<file path="src/design/sab_pkg.sv">
// Package of shared constants and types for the shift-add / Booth multiplier.
package sab_pkg;

    localparam int SAB_WIDTH  = 16;
    localparam int SAB_OP_W   = 16;
    localparam int SAB_PROD_W = 32;
    localparam int SAB_CNT_W  = 5;

    typedef enum logic {
        ALG_ADD_SHIFT = 1'b0,
        ALG_BOOTH     = 1'b1
    } t_alg_mode;

endpackage

</file>
<file path="src/design/sab_if.sv">
// Valid/ready channel interfaces for the multiplier operands and results.
interface sab_in_if import sab_pkg::*; ();
    logic                valid;
    logic                ready;
    logic [SAB_OP_W-1:0] multiplicand_bits;
    logic [SAB_OP_W-1:0] multiplier_bits;

    modport source (output valid, output multiplicand_bits, output multiplier_bits,
                    input ready);
    modport sink   (input valid, input multiplicand_bits, input multiplier_bits,
                    output ready);
endinterface

interface sab_out_if import sab_pkg::*; ();
    logic                  valid;
    logic                  ready;
    logic [SAB_PROD_W-1:0] product_bits;
    logic [SAB_CNT_W-1:0]  add_count;

    modport source (output valid, output product_bits, output add_count, input ready);
    modport sink   (input valid, input product_bits, input add_count, output ready);
endinterface

</file>
<file path="src/design/sab_cell.sv">
// One multiplier step cell: a single add-and-shift or Booth iteration, registered.
module sab_cell import sab_pkg::*; #(
    parameter int WIDTH = SAB_WIDTH,
    parameter int CW    = $clog2(SAB_WIDTH + 1)
) (
    input  logic             i_clk,
    input  logic             i_rst_n,
    input  t_alg_mode        i_mode,
    input  logic             i_valid,
    input  logic [WIDTH-1:0] i_a,
    input  logic [WIDTH-1:0] i_q,
    input  logic [WIDTH-1:0] i_m,
    input  logic             i_qm1,
    input  logic [CW-1:0]    i_cnt,
    input  logic             i_down_ready,
    output logic             o_up_ready,
    output logic             o_valid,
    output logic [WIDTH-1:0] o_a,
    output logic [WIDTH-1:0] o_q,
    output logic [WIDTH-1:0] o_m,
    output logic             o_qm1,
    output logic [CW-1:0]    o_cnt
);

    logic             r_valid;
    logic [WIDTH-1:0] r_a, r_q, r_m;
    logic             r_qm1;
    logic [CW-1:0]    r_cnt;

    logic [WIDTH-1:0] n_a, n_q;
    logic             n_qm1;
    logic [CW-1:0]    n_cnt;

    logic [WIDTH:0]   sum;
    logic [WIDTH-1:0] a_mid;
    logic             carry;
    logic             step;
    logic             load;

    // The cell takes a new transaction when it is empty or its content moves on.
    assign load       = !r_valid || i_down_ready;
    assign o_up_ready = load;

    always_comb begin
        sum   = '0;
        a_mid = i_a;
        carry = 1'b0;
        step  = 1'b0;
        n_a   = i_a;
        case (i_mode)
            ALG_ADD_SHIFT: begin
                if (i_q[0]) begin
                    sum   = {1'b0, i_a} + {1'b0, i_m};
                    a_mid = sum[WIDTH-1:0];
                    carry = sum[WIDTH];
                    step  = 1'b1;
                end
                // The carry of this add enters the top of A as A shifts right.
                n_a = {carry, a_mid[WIDTH-1:1]};
            end
            ALG_BOOTH: begin
                if (!i_q[0] && i_qm1) begin
                    a_mid = i_a + i_m;
                    step  = 1'b1;
                end else if (i_q[0] && !i_qm1) begin
                    a_mid = i_a - i_m;
                    step  = 1'b1;
                end
                n_a = {a_mid[WIDTH-1], a_mid[WIDTH-1:1]};
            end
            default: begin
                n_a = i_a;
            end
        endcase
        n_q   = {a_mid[0], i_q[WIDTH-1:1]};
        n_qm1 = i_q[0];
        n_cnt = i_cnt + CW'(step);
    end

    always_ff @(posedge i_clk) begin
        if (!i_rst_n) begin
            r_valid <= 1'b0;
        end else if (load) begin
            r_valid <= i_valid;
        end
    end

    always_ff @(posedge i_clk) begin
        if (load && i_valid) begin
            r_a   <= n_a;
            r_q   <= n_q;
            r_m   <= i_m;
            r_qm1 <= n_qm1;
            r_cnt <= n_cnt;
        end
    end

    assign o_valid = r_valid;
    assign o_a     = r_a;
    assign o_q     = r_q;
    assign o_m     = r_m;
    assign o_qm1   = r_qm1;
    assign o_cnt   = r_cnt;

endmodule

</file>
<file path="src/design/shift_add_and_booth_multiplier.sv">
// Pipelined multiplier, unsigned add-and-shift or signed radix-2 Booth.
//
// Operands arrive on i_op; a transaction is taken when valid and ready are both
// high. Results leave on o_res under the same handshake: product_bits holds the
// double-width product and add_count the number of add or subtract steps.
// i_cfg_we writes i_cfg_wdata into the mode register: 0 selects unsigned
// add-and-shift, 1 selects signed Booth. Change the mode only while idle.
//
// The datapath is a row of WIDTH step cells, one iteration per cell, each cell
// passing its partial product to the next when that cell has room. A result
// passes through every cell register from acceptance to o_res.valid, and one
// transaction is accepted per cycle while the receiver does not stall.
//
// Reset empties every cell and sets the mode to add-and-shift. When the receiver
// stalls, the result holds in the last cell; each earlier cell keeps moving while
// the one after it has room, so empty slots fill before i_op.ready drops.
module shift_add_and_booth_multiplier import sab_pkg::*; #(
    parameter int WIDTH = SAB_WIDTH
) (
    input  logic          i_clk,
    input  logic          i_rst_n,
    input  logic          i_cfg_we,
    input  logic          i_cfg_wdata,
    sab_in_if.sink        i_op,
    sab_out_if.source     o_res
);

    localparam int CW = $clog2(WIDTH + 1);

    t_alg_mode r_mode;
    t_alg_mode n_mode;

    logic             valid_s [WIDTH+1];
    logic             ready_s [WIDTH+1];
    logic [WIDTH-1:0] a_s     [WIDTH+1];
    logic [WIDTH-1:0] q_s     [WIDTH+1];
    logic [WIDTH-1:0] m_s     [WIDTH+1];
    logic             qm1_s   [WIDTH+1];
    logic [CW-1:0]    cnt_s   [WIDTH+1];

    logic [WIDTH+SAB_OP_W-1:0]     cand_ext;
    logic [WIDTH+SAB_OP_W-1:0]     plier_ext;
    logic [2*WIDTH+SAB_PROD_W-1:0] prod_ext;
    logic [CW+SAB_CNT_W-1:0]       cnt_ext;

    assign n_mode = i_cfg_we ? t_alg_mode'(i_cfg_wdata) : r_mode;

    always_ff @(posedge i_clk) begin
        if (!i_rst_n) begin
            r_mode <= ALG_ADD_SHIFT;
        end else begin
            r_mode <= n_mode;
        end
    end

    // Operands are cut or zero-extended to WIDTH bits.
    assign cand_ext  = {{WIDTH{1'b0}}, i_op.multiplicand_bits};
    assign plier_ext = {{WIDTH{1'b0}}, i_op.multiplier_bits};

    assign valid_s[0] = i_op.valid;
    assign a_s[0]     = '0;
    assign q_s[0]     = cand_ext[WIDTH-1:0];
    assign m_s[0]     = plier_ext[WIDTH-1:0];
    assign qm1_s[0]   = 1'b0;
    assign cnt_s[0]   = '0;
    assign i_op.ready = ready_s[0];

    genvar g;
    generate
        for (g = 0; g < WIDTH; g++) begin : g_cell
            sab_cell #(
                .WIDTH (WIDTH),
                .CW    (CW)
            ) u_cell (
                .i_clk        (i_clk),
                .i_rst_n      (i_rst_n),
                .i_mode       (r_mode),
                .i_valid      (valid_s[g]),
                .i_a          (a_s[g]),
                .i_q          (q_s[g]),
                .i_m          (m_s[g]),
                .i_qm1        (qm1_s[g]),
                .i_cnt        (cnt_s[g]),
                .i_down_ready (ready_s[g+1]),
                .o_up_ready   (ready_s[g]),
                .o_valid      (valid_s[g+1]),
                .o_a          (a_s[g+1]),
                .o_q          (q_s[g+1]),
                .o_m          (m_s[g+1]),
                .o_qm1        (qm1_s[g+1]),
                .o_cnt        (cnt_s[g+1])
            );
        end
    endgenerate

    assign ready_s[WIDTH] = o_res.ready;
    assign prod_ext       = {{SAB_PROD_W{1'b0}}, a_s[WIDTH], q_s[WIDTH]};
    assign cnt_ext        = {{SAB_CNT_W{1'b0}}, cnt_s[WIDTH]};

    assign o_res.valid        = valid_s[WIDTH];
    assign o_res.product_bits = prod_ext[SAB_PROD_W-1:0];
    assign o_res.add_count    = cnt_ext[SAB_CNT_W-1:0];

endmodule

</file>
<file path="src/flat_wrapper.sv">
// flat-port wrapper written by rule: the top's interface ports become plain ports
module shift_add_and_booth_multiplier_flat import sab_pkg::*;
#(
    parameter int WIDTH = SAB_WIDTH
)
  (i_clk, i_rst_n, i_cfg_we, i_cfg_wdata, i_op_valid, i_op_multiplicand_bits, i_op_multiplier_bits, i_op_ready, o_res_valid, o_res_product_bits, o_res_add_count, o_res_ready);
  sab_in_if i_op_i ();
  sab_out_if o_res_i ();
  input  logic i_clk;
  input  logic i_rst_n;
  input  logic i_cfg_we;
  input  logic i_cfg_wdata;
  input wire logic [$bits(i_op_i.valid)-1:0] i_op_valid;
  input wire logic [$bits(i_op_i.multiplicand_bits)-1:0] i_op_multiplicand_bits;
  input wire logic [$bits(i_op_i.multiplier_bits)-1:0] i_op_multiplier_bits;
  output wire logic [$bits(i_op_i.ready)-1:0] i_op_ready;
  output wire logic [$bits(o_res_i.valid)-1:0] o_res_valid;
  output wire logic [$bits(o_res_i.product_bits)-1:0] o_res_product_bits;
  output wire logic [$bits(o_res_i.add_count)-1:0] o_res_add_count;
  input wire logic [$bits(o_res_i.ready)-1:0] o_res_ready;
  assign i_op_i.valid = i_op_valid;
  assign i_op_i.multiplicand_bits = i_op_multiplicand_bits;
  assign i_op_i.multiplier_bits = i_op_multiplier_bits;
  assign i_op_ready = i_op_i.ready;
  assign o_res_valid = o_res_i.valid;
  assign o_res_product_bits = o_res_i.product_bits;
  assign o_res_add_count = o_res_i.add_count;
  assign o_res_i.ready = o_res_ready;
  shift_add_and_booth_multiplier #(.WIDTH(WIDTH)) u_core (.i_clk(i_clk), .i_rst_n(i_rst_n), .i_cfg_we(i_cfg_we), .i_cfg_wdata(i_cfg_wdata), .i_op(i_op_i), .o_res(o_res_i));
endmodule
</file>
<file path="config.mk">
export PLATFORM = sky130hd
export DESIGN_NAME = shift_add_and_booth_multiplier_flat
export DESIGN_NICKNAME = d
export VERILOG_FILES = /design/src/design/sab_pkg.sv /design/src/design/sab_if.sv /design/src/design/sab_cell.sv /design/src/design/shift_add_and_booth_multiplier.sv /design/src/flat_wrapper.sv
export SDC_FILE = /design/constraint.sdc
export NUM_CORES = 2
export LEC_CHECK = 0
export BUFFER_PORTS_ARGS = -buffer_cell sky130_fd_sc_hd__buf_2
export CORE_MARGIN = 4
export CORE_UTILIZATION = 35
export CTS_CLUSTER_SIZE = 8
export DETAILED_ROUTE_END_ITERATION = 6
export GPL_TIMING_DRIVEN = 0
export PLACE_DENSITY = 0.48
export SLEW_MARGIN = 20
export SYNTH_ARGS = -nofsm -noshare
export SYNTH_HDL_FRONTEND = slang
export SYNTH_SLANG_ARGS = --single-unit
</file>
<file path="constraint.sdc">
create_clock -name i_clk -period 10.52 [get_ports i_clk]
set_input_delay 1.578 -clock i_clk [delete_from_list [all_inputs] [get_ports i_clk]]
set_output_delay 1.578 -clock i_clk [all_outputs]
set_load 0.02 [all_outputs]
</file>
# After elaboration in Yosys (flattened, before gate mapping)

Cells that the tools add are included.

Input bits: 38
Output and inout port bits: 39
Bits in registers: 860

Reductions and logical operators: 108
Muxes and demuxes: 155
Bitwise operators: 1
Add/subtract/negate cells: 61

Operators by type and width:

| cell                                                                | count |
|---|---|
| 16-bit two-way mux                                                  | 47 |
| 16-bit one-hot mux with 2 select lines                              | 16 |
| 16-bit by 16-bit adder with 17-bit output                           | 15 |
| 16-bit adder                                                        | 15 |
| 16-bit subtractor                                                   | 15 |
| 5-bit by 1-bit adder with 5-bit output                              | 14 |
| 1-bit one-hot mux with 2 select lines                               | 31 |
| 1-bit two-way mux                                                   | 61 |
| 1-bit logical AND                                                   | 46 |
| 1-bit zero test                                                     | 46 |
| 1-bit logical OR                                                    | 16 |
| 1-bit by 16-bit subtractor with 16-bit output, first input constant | 1 |
| 1-bit by 1-bit adder with 2-bit output                              | 1 |
| 1-bit inverter                                                      | 1 |

# Logic depth before layout (Yosys ltp)

Word-level depth: 18
Gate-level depth with buffers: 12
Depth with buffers taken out: 12

# Cells and area by module

From an unflattened synthesis, not the netlist that was laid out.

Cells, all modules: 6176
Area, all modules: 61758.0 um2

Modules (own cells, without submodules):

| module                                  | area each (um2) | cells each | instances |
|---|---|---|---|
| sab_cell (u_core.g_cell[11].u_cell ...) | 3867.5          | 392        | 9 |
| sab_cell (u_core.g_cell[0].u_cell ...)  | 3862.5          | 380        | 4 |
| sab_cell (u_core.g_cell[9].u_cell)      | 3937.5          | 398        | 1 |
| sab_cell (u_core.g_cell[13].u_cell)     | 3779.9          | 358        | 1 |
| sab_cell (u_core.g_cell[8].u_cell)      | 3743.6          | 368        | 1 |
| shift_add_and_booth_multiplier          | 40.0            | 4          | 1 |

# Worst setup path after synthesis

Ideal clock, no wire load.

Path type: input -> register
Start: input o_res_ready
End: register u_core.g_cell[8].u_cell.r_a[0], enable pin
Data arrival time: 6271 ps
Stages: 5
Data required time: 9972 ps
Setup slack: 3701 ps
Library setup time: 548 ps
Cells stage by stage: nor2b_1 and3_1 and3_1 and3_1 a21boi_0

Word-level cells in the longest chain between the ends: 9

Ends and longest elaborated chain:

| what                          | line               | RTL |
|---|---|---|
| start, declared               | flat_wrapper.sv:20 | `input wire logic [$bits(o_res_i.ready)-1:0] o_res_ready;` |
| 1-bit logical OR (8 in a row) | sab_cell.sv:41     | `assign load = !r_valid \|\| i_down_ready;` |
| 1-bit logical AND             | sab_cell.sv:89     | `if (load && i_valid) begin` |
| end signal, assigned          | sab_cell.sv:90     | `r_a <= n_a;` |
| end, declared                 | sab_cell.sv:26     | `logic [WIDTH-1:0] r_a, r_q, r_m;` |

No other way between the ends.
A chain may end at the register's enable or synchronous reset.

# Worst setup path in the final report

Start: input o_res_ready
End: output i_op_ready

Word-level cells in the longest chain between the ends: 16

Ends and longest elaborated chain:

| what                           | line               | RTL |
|---|---|---|
| 1-bit logical OR (16 in a row) | sab_cell.sv:41     |  |
| end, declared                  | flat_wrapper.sv:16 | `output wire logic [$bits(i_op_i.ready)-1:0] i_op_ready;` |

No other way between the ends.

==> results.toml <==
[status]
status = "complete, no violations"

[sta]
timing.fmax_mhz = 158
worst_pin_slew_ps = 1190
setup_viol = 0
rsz0062_at_grt = "false"
clock_skew_ps = 42.5
period_needed_ps = 6330
relSlewSlack_pct = 20.4
final-hold-violation-count = 0
finalSetupTns_ps = 0
period_share_pct = 60.1
layout_setup_ws_ps = 4190
report.final.slew_viol_count = 0

[clock_tree]
htree_levels = 3
cts.sinks = 853
root_buffer = "clkbuf_16"
post_cts_resized = 0
clk_pin_slew_ps = 50
postCtsSetupRepairBufs = 0
clk_latency_ps = 760
cts.path.max_buffers = 3
postCtsHoldBufs = 0
cts_tree = "yes"
numCtsBuffers = 119

[yosys]
syn_inst = 5853
yosysTopAreaCellShare_pct = 43.2
ys_warn_count = 0
ys_async_sr_fraction_pct = 0
synth_seq_cells = 853
synth_nets = 6446
synthFlopType = "edfxtp_1"
synth-xor-area-share_pct = 4.86
synth.distinct_cells = 97
synth_most_common_cell = "edfxtp_1"
synth_fa_ha_area_share_pct = 12.3
synth_area_um2 = 58100
synth_edf_count = 836
synth_compound_area_share_pct = 20.8
yosysTopAreaCell = "edfxtp_1"
yosys.area_share.simple_pct = 11.6
seq_area_frac_synth_pct = 43.8
synth_area_leaders = "edfxtp_1 43%, ha_1 11%, xnor2_1 4.1%, a21oi_1 3.9%, inv_1 3.2%"
synthMuxAreaShare_pct = 1.33
synthTopCellsByCount = "836 x edfxtp_1, 525 x ha_1, 489 x inv_1, 483 x nor2_1, 447 x a21oi_1"
syn-mean-instance-area_um2 = 9.92
synth_top_family_by_area = "compound AO/OA/AOI/OAI gates"

[route]
vias = 46000
drt_iter0_drc = 4289
first_pass_iters = 6
drc = 0
drt_wl_total_um = 195000
vias_per_cell = 5.52
ant_nets = 0
wl_per_cell_um = 23.4

[placement]
place_hpwl_um = 151000
dpl_cell_area_um2 = 62600
dpl.cell_count = 8165
post-place-ws_ps = 4160
io_buffer_count = 76
gp_congestion = 0.907

[critical_path]
end_kind = "output pin"
worstSetupPathType = "in2out"
crit_path_top_delay_cell = "nor3_2"
critPathLaunch = "o_res_ready"
critical_path_required_ps = 8940
critPathMaxFanout = 6
regToRegStartpoint = "u_core.r_mode"
cp_data_arrival_time_ps = 4750
startpoint_type = "primary input"
crit_chain = "buf_2 -> nor2b_1 -> and3_1 -> and3_1 -> nand2_1 -> nor3_2 -> nand3_1 -> nor2_1 -> nand3_1 -> buf_2"
critPathMaxStageDelay_ps = 580

[cells_and_area]
area_growth_pct = 13.4
drive_gt1_share_pct = 7.77
layout.nets = 6690
fin_cells = 8333
fin_area_um2 = 65900

[power]
power.total_uw = 7990
worst_ir_drop_vdd_uv = 136
p_per_area_nw_per_um2 = 121
p_leak_uw = 0.0252

[global_routing]
grt_pass1_wl_um = 288000
grt_util_all_layers_pct = 22.0
grt_max_degree = 43
grt_pass1_vias = 44400
antenna_found_initial = 15
overflow = 0

[floorplan]
core-area_um2 = 165000
io_pins = 77
fp.dieH_um = 415
fp.dieW_um = 415
initial_core_util_pct = 35.2
die-area_um2 = 172000
rows = 149

[hold_path]
hold_class = "reg2reg"
hp-start = "u_core.g_cell[1].u_cell.o_q[5]"

[run]
cap_violations = 0
worst max-delay path, delay by kind of cell:
kind,cells,cell delay [ps]
AND/OR/NAND/NOR,8,2860
buffers and inverters,2,290
path summary, 6_finish.rpt:
check	end	slack [ps]	depth (start not counted)
hold reg to reg	u_core.g_cell[2].u_cell.o_q[4]	410	0
setup / recovery	i_op_ready	4190	10
hold / removal	u_core.g_cell[2].u_cell.o_q[4]	410	0
setup reg to reg	u_core.g_cell[9].u_cell.o_cnt[4]	5480	10
layout by cell type, fill, tap and decap left out, types with 33 or more instances in the layout:
| cell | netlist | final |
|---|---|---|
| nor2b_1 | 122 | 115 |
| o21ai_0 | 359 | 359 |
| o21ai_1 | 42 | 42 |
| nand2_1 | 391 | 391 |
| clkbuf_16 | 0 | 119 |
| a221oi_1 | 36 | 36 |
| xor2_1 | 49 | 49 |
| o21bai_1 | 68 | 68 |
| o211ai_1 | 91 | 91 |
| or3_1 | 41 | 41 |
| mux2i_1 | 47 | 47 |
| o21a_1 | 46 | 46 |
| buf_2 | 23 | 109 |
| nor3_1 | 106 | 106 |
| inv_1 | 489 | 489 |
| o31ai_1 | 42 | 42 |
| ha_1 | 525 | 525 |
| a211oi_1 | 84 | 84 |
| o22ai_1 | 73 | 73 |
| a31oi_1 | 46 | 44 |
| o221ai_1 | 46 | 46 |
| nand3_1 | 80 | 80 |
| nor2_1 | 483 | 482 |
| a21oi_1 | 447 | 447 |
| a221o_1 | 38 | 38 |
| a21o_1 | 86 | 86 |
| clkbuf_2 | 0 | 33 |
| edfxtp_1 | 836 | 836 |
| xnor2_1 | 273 | 273 |
| nand2b_1 | 83 | 83 |
| clkbuf_1 | 221 | 218 |
power by group:
group	switching (µW)	total [µW]	leakage (µW)	internal (µW)
Sequential	39.1	3800	0.00774	3760
Combinational	458	708	0.0159	249
Clock	1460	3480	0.00159	2030
Total	1950	7990	0.0252	6040
metal layers:
metal	GRT usage [%]	vias to the layer above	wire length [µm]
met5	0	-	0
met4	7.43	0	6920
met3	2.77	287	10600
met2	36.6	1454	91100
met1	29.7	22400	86700
li1	-	21900	-
state kept, by name (all words and copies together), names as in the netlist:
| register | flops |
|---|---|
| u_core.g_cell.u_cell.o_a | 256 |
| u_core.g_cell.u_cell.o_q | 256 |
| u_core.g_cell.u_cell.o_m | 240 |
| u_core.g_cell.u_cell.o_cnt | 69 |
| u_core.g_cell.u_cell.o_valid | 16 |
| u_core.g_cell.u_cell.o_qm1 | 15 |
| u_core.r_mode | 1 |
cell type report:
| class | instances | area [µm²] |
|---|---|---|
| antenna | 5 | 12.5 |
| buffer | 282 | 1230 |
| clock buffer | 149 | 3090 |
| clock inverter | 14 | 199 |
| fill | 16200 | 99100 |
| inverter | 505 | 1900 |
| multi-input combinational | 4213 | 29700 |
| sequential | 853 | 25400 |
| tap | 2189 | 2740 |
| timing repair buffer | 123 | 1550 |
per-stage QoR:
stage	utilization [%]	hold slack, ps
finish	39.9	411
global route	39.9	417
CTS	39.9	410
detailed placement	37.9	405
global placement	37.1	401
floorplan	-	400
kinds of logic after synthesis:
kind of cell / after synthesis
simple gates: 1451
fa+ha+maj: 555
buf+inv: 787
xor+xnor: 322
flops: 853
mux: 74
compound gates: 1811
(Power assumes the default switching activity.)
